## src/rtl/core/gmcb_pkg.sv

```systemverilog
// Shared types, constants and GF(16) helpers for the MDS candidate builder/checker
package gmcb_pkg;

  localparam int NumCoef     = 36;
  localparam int NumSteps    = 8;
  localparam int FirstOpCoef = 28;
  localparam int StepOpCoef  = 29;
  localparam logic [4:0] RowOps    = 5'd12;
  localparam logic [4:0] ColOpsEnd = 5'd24;

  localparam logic [1:0] CfgPathOps = 2'd0;
  localparam logic [1:0] CfgValA    = 2'd1;
  localparam logic [1:0] CfgValB    = 2'd2;
  localparam logic [1:0] CfgValC    = 2'd3;

  typedef logic [3:0] gf_t;
  typedef gf_t [3:0][3:0] mat_t;

  typedef struct packed {
    logic [5:0] third_position;
    logic [5:0] second_position;
    logic [5:0] first_position;
  } in_beat_t;

  typedef struct packed {
    logic        is_mds;
    logic [63:0] matrix_out;
  } out_beat_t;

  // One pipeline slot: the candidate matrix and its coefficient vector.
  typedef struct packed {
    logic                  vld;
    gf_t [NumCoef-1:0]     coef;
    mat_t                  m;
  } slot_t;

  function automatic gf_t gf_mul(gf_t a, gf_t b);
    logic [3:0] r;
    logic [3:0] x;
    r = '0;
    x = a;
    for (int i = 0; i < 4; i++) begin
      if (b[i]) r = r ^ x;
      x = x[3] ? ({x[2:0], 1'b0} ^ 4'h3) : {x[2:0], 1'b0};
    end
    return r;
  endfunction

  function automatic logic [1:0] pair_dst(logic [3:0] k);
    logic [1:0] d;
    case (k)
      4'd0, 4'd1, 4'd2:   d = 2'd0;
      4'd3, 4'd4, 4'd5:   d = 2'd1;
      4'd6, 4'd7, 4'd8:   d = 2'd2;
      default:            d = 2'd3;
    endcase
    return d;
  endfunction

  function automatic logic [1:0] pair_src(logic [3:0] k);
    logic [1:0] s;
    case (k)
      4'd0:  s = 2'd1;
      4'd1:  s = 2'd2;
      4'd2:  s = 2'd3;
      4'd3:  s = 2'd0;
      4'd4:  s = 2'd2;
      4'd5:  s = 2'd3;
      4'd6:  s = 2'd0;
      4'd7:  s = 2'd1;
      4'd8:  s = 2'd3;
      4'd9:  s = 2'd0;
      4'd10: s = 2'd1;
      default: s = 2'd2;
    endcase
    return s;
  endfunction

  // Row/column combos for the 3x3 minors.
  function automatic logic [1:0] trip(logic [1:0] i, logic [1:0] k);
    logic [1:0] v;
    case (i)
      2'd0:    v = k;
      2'd1:    v = (k == 2'd2) ? 2'd3 : k;
      2'd2:    v = (k == 2'd0) ? 2'd0 : k + 2'd1;
      default: v = k + 2'd1;
    endcase
    return v;
  endfunction

endpackage

```

## src/rtl/core/gmcb_check.sv

```systemverilog
// MDS test stage: entries, 2x2 minors (stage 1) and 3x3 minors (stage 2)
module gmcb_check import gmcb_pkg::*; (
  input  logic  clk,
  input  logic  rst_n,
  input  logic  adv,
  input  slot_t slot_in,
  output logic  vld_r,
  output mat_t  m_r,
  output logic  ok_r
);

  logic  ok1_nxt;
  logic  ok2_nxt;
  logic  v1_r;
  mat_t  m1_r;
  logic  ok1_r;
  gf_t   a [3][3];
  gf_t   det;
  logic  [15:0] det_nz;

  always_comb begin
    ok1_nxt = 1'b1;
    for (int i = 0; i < 4; i++)
      for (int j = 0; j < 4; j++)
        if (slot_in.m[i][j] == '0) ok1_nxt = 1'b0;
    for (int r0 = 0; r0 < 4; r0++)
      for (int r1 = r0 + 1; r1 < 4; r1++)
        for (int c0 = 0; c0 < 4; c0++)
          for (int c1 = c0 + 1; c1 < 4; c1++)
            if ((gf_mul(slot_in.m[r0][c0], slot_in.m[r1][c1]) ^
                 gf_mul(slot_in.m[r1][c0], slot_in.m[r0][c1])) == '0) ok1_nxt = 1'b0;
  end

  always_comb begin
    for (int i = 0; i < 4; i++) begin
      for (int j = 0; j < 4; j++) begin
        for (int kk = 0; kk < 3; kk++)
          for (int l = 0; l < 3; l++)
            a[kk][l] = m1_r[trip(2'(i), 2'(kk))][trip(2'(j), 2'(l))];
        det = gf_mul(a[0][0], gf_mul(a[1][1], a[2][2]) ^ gf_mul(a[1][2], a[2][1]))
            ^ gf_mul(a[0][1], gf_mul(a[1][0], a[2][2]) ^ gf_mul(a[1][2], a[2][0]))
            ^ gf_mul(a[0][2], gf_mul(a[1][1], a[2][0]) ^ gf_mul(a[1][0], a[2][1]));
        det_nz[4 * i + j] = (det != '0);
      end
    end
    ok2_nxt = ok1_r & (&det_nz);
  end

  always_ff @(posedge clk) begin
    if (!rst_n) begin
      v1_r  <= 1'b0;
      vld_r <= 1'b0;
    end else if (adv) begin
      v1_r  <= slot_in.vld;
      vld_r <= v1_r;
    end
    if (adv) begin
      m1_r  <= slot_in.m;
      ok1_r <= ok1_nxt;
      m_r   <= m1_r;
      ok_r  <= ok2_nxt;
    end
  end

endmodule

```

## config.mk

```make
export PLATFORM = sky130hd
export DESIGN_NAME = gmcb_check
export DESIGN_NICKNAME = d
export VERILOG_FILES = /design/src/rtl/core/gmcb_pkg.sv /design/src/rtl/core/gmcb_check.sv
export SDC_FILE = /design/constraint.sdc
export NUM_CORES = 2
export LEC_CHECK = 0
export BUFFER_PORTS_ARGS = -buffer_cell sky130_fd_sc_hd__buf_2
export CAP_MARGIN = 20
export CORE_MARGIN = 4
export CORE_UTILIZATION = 55
export DETAILED_ROUTE_END_ITERATION = 10
export PLACE_DENSITY = 0.74
export SLEW_MARGIN = 20
export SYNTH_ARGS = -nofsm -noshare
export SYNTH_HDL_FRONTEND = slang
export SYNTH_SLANG_ARGS = --single-unit
```

## constraint.sdc

```tcl
create_clock -name clk -period 4.15 [get_ports clk]
set_input_delay 0.83 -clock clk [delete_from_list [all_inputs] [get_ports clk]]
set_output_delay 0.83 -clock clk [all_outputs]
set_load 0.01 [all_outputs]
```

==> reports/metrics.yaml <==
finalCritPeriodShare_pct: 97.5
netlist_top_cells_count: "2067 x nand2_1, 1577 x xnor2_1, 325 x xor2_1"
syn-cell-area_um2: 39600
drt_wl_total_mm: 155
fp.dieH_um: 276
path_class: "reg -> reg"
synth_fa_ha_area_share_pct: 0.379
pwr-share-clk_pct: 6.0
slowest_stage: "xnor3_2"
intPower_mw: 14.1
design.die.area_um2: 76300
finalHoldViolations: 0
firstDrtPassIters: 8
place.gp.congestion: 1.01
p_total_mw: 26.5
routedWlPerCell_um: 22.6
crit_path_end_kind: "flip-flop"
muxShareOfSynthArea_pct: 1.68
top_level_ports: 278
worst-path-buf-inv: 3
grt_first_pass_wirelength_mm: 235
regArea_um2: 3940
hold_ws_ns: 0.531
synth_top_area_share_pct: 34.9
coreArea_um2: 71400
io_buffers: 133
ir_worst_vdd_mv: 0.722
leakagePower_nw: 17.8
fp-row-count: 98
cts_buffers: 17
synth_top_family_by_area: "XOR/XNOR gates"
cp_max_fo: 12
nFillCells: 6374
fmax_ghz: 0.247
syn_area_per_cell_um2: 6.80
synth-compound-area-share_pct: 8.41
critical-path-max-stage-delay_ns: 0.51
dpl_cell_area_um2: 43100
synth_top_area_cell: "xnor2_1"
vias_per_cell: 6.10
synth_top_flop_cell: "edfxtp_1"
combPwrFrac_pct: 87.4
synth-xor-area-share_pct: 48.1
antenna_found_initial: 8
syn_nets: 6047
start_util_pct: 55.5
layout_setup_ws_ns: 0.103
root_buffer: "clkbuf_16"
drc: 0
synth_edf_count: 130
outcome: "finished, final reports clean"
layout.nets: 6132
sequentialPowerShare_pct: 6.6
period_needed_ns: 4.05
tightest_slew_ns: 0.988
initialDrtViolationCount: 6065
design_area_um2: 44100
gr-total-overflow: 0
ys_warn_count: 0
netlist_instances: 5823
gr-usage-all-layers_pct: 38.7
antenna_left: 0
p_sw_share_pct: 46.7
ys_ff_latch: 132
maxSlewHeadroom_pct: 33.9
cts.path.max_buffers: 2
max_cap_violations: 0
cts_htree_levels: 4
critPathLaunchType: "flip-flop"
drive_gt1_share_pct: 12.5
netlist_top_cells_area: "xnor2_1 35%, nand2_1 20%, edfxtp_1 9.9%"
synth_cell_types: 68
clk_latency_ns: 0.47
grt_max_degree: 74
cts_hold_buf: 0
tritoncts: "yes"
p_switching_mw: 12.4
finalSetupTns_ns: 0
crit_family: "XOR/XNOR gates"
clock-sinks: 132
min_path_type: "reg -> reg"
synth-simple-area-share_pct: 25.5
p_per_area_nw_per_um2: 601
place_ws_ns: -0.0912
dieWidth_um: 276
dp_hpwl_mm: 110
multi_input_area_um2: 33500
setup_viol: 0
worstPathArrival_ns: 4.32
first_global_vias: 39581
vias: 41964
required_ns: 4.43
async_reset_ff_share_pct: 0
clkTransAtPathRegs_ns: 0.08
areaGrowthSynthToFinish_pct: 11.5
synth.yosys.seq_area_share_pct: 9.97
yosysMostFrequentCell: "nand2_1"
fin_skew_ns: 0.0293
path_cells: "buf_4 > buf_4 > mux2_2 > a22oi_1 > xnor3_2 > buf_4 > nand2b_1 > xnor2_1 > xnor2_1 > xnor3_1 > xnor2_1 > nand4_1 > nand4_1 > nor4_2"
slew_violations: 0
## layer usage
metal | vias to the layer above | track usage [%] | routed length (um)
li1 | 18448 | - | -
met4 | 2 | 29.0 | 14600
met5 | - | 0 | 12
met3 | 961 | 6.72 | 19300
met2 | 3289 | 61.8 | 67900
met1 | 19264 | 46.8 | 53600
## cell usage in the layout (no fill, tap or decap), drive strengths merged, types with 9 or more instances in the layout
cell type / instances
nor2b: 38
xor2: 329
o22a: 10
clkbuf: 17
mux2i: 19
nor3b: 9
nand3: 10
buf: 600
xnor3: 94
a22oi: 115
mux2: 42
a211oi: 15
o22ai: 17
o221ai: 9
nand4: 36
nor4: 27
nor3: 43
nor2: 149
or2: 25
xnor2: 1579
nand2: 2067
ha: 12
a21oi: 149
nand2b: 70
inv: 47
o21ai: 151
edfxtp: 130
nand3b: 11
## power by group through the flow
| stage | logic [mW] | registers [mW] | clock network (mW) |
|---|---|---|---|
| after global routing | 24.5 | 1.75 | 1.67 |
| after detailed placement | 22.4 | 1.77 | 0 |
| after global placement | 22.0 | 1.77 | 0 |
| after CTS | 22.5 | 1.74 | 1.61 |
| final | 23.2 | 1.74 | 1.59 |
| after floorplan | 17.4 | 1.71 | 0 |
## registers in the layout (all words and copies together) (netlist names)
name and flops:
m_r 64, ok_r 1, ok1_r 1, vld_r 1, m1_r 64, v1_r 1
## final timing paths
check | from | endpoint | cells after the start | slack (ns)
min | v1_r$_SDFFE_PN0P_ | v1_r$_SDFFE_PN0P_ | 2 | 0.53
max reg2reg | m1_r[47]$_DFFE_PP_ | ok_r$_DFFE_PP_ | 14 | 0.10
max | m1_r[47]$_DFFE_PP_ | ok_r$_DFFE_PP_ | 14 | 0.10
min reg2reg | v1_r$_SDFFE_PN0P_ | v1_r$_SDFFE_PN0P_ | 2 | 0.53
## cell type report
cell class              instances  area share, %
inverters                      41          0.349
clock inverters                15          0.408
flip-flops and latches        132           8.94
diodes                          6         0.0340
repair buffers                600           10.7
multi-input cells            5116           76.0
clock buffers                  17          0.965
well taps                     950           2.69
## metrics by stage
| stage | util [%] | cells |
|---|---|---|
| 6_report | 61.8 | 6877 |
| 5_1_grt | 61.8 | 6874 |
| 4_1_cts | 61.3 | 6857 |
| 3_5_place_dp | 60.5 | 6825 |
| 3_3_place_gp | 60.5 | 6825 |
| 2_1_floorplan | - | 5823 |
## timing repair
item                       CTS  global route
buffers inserted             0            14
pin swaps                    0             8
setup endpoints to repair    1             1
resized for setup            1            32
## cell families after synthesis
logic type	count (synthesis)
buffers and inverters	575
and+or+nand+nor	2503
xor gates and xnor gates	2009
DFF	132
adders and majority gates	12
muxes	61
AOI/OAI and AO/OA	531
## worst reg2reg max path, cell delays in order (launching register included)
cell and delay, ns:
edfxtp_1 0.36, buf_4 0.20, buf_4 0.23, mux2_2 0.35, a22oi_1 0.22, xnor3_2 0.51
buf_4 0.25, nand2b_1 0.17, xnor2_1 0.18, xnor2_1 0.16, xnor3_1 0.35, xnor2_1 0.14
nand4_1 0.21, nand4_1 0.24, nor4_2 0.30
Power figures use the tool's default switching activity.
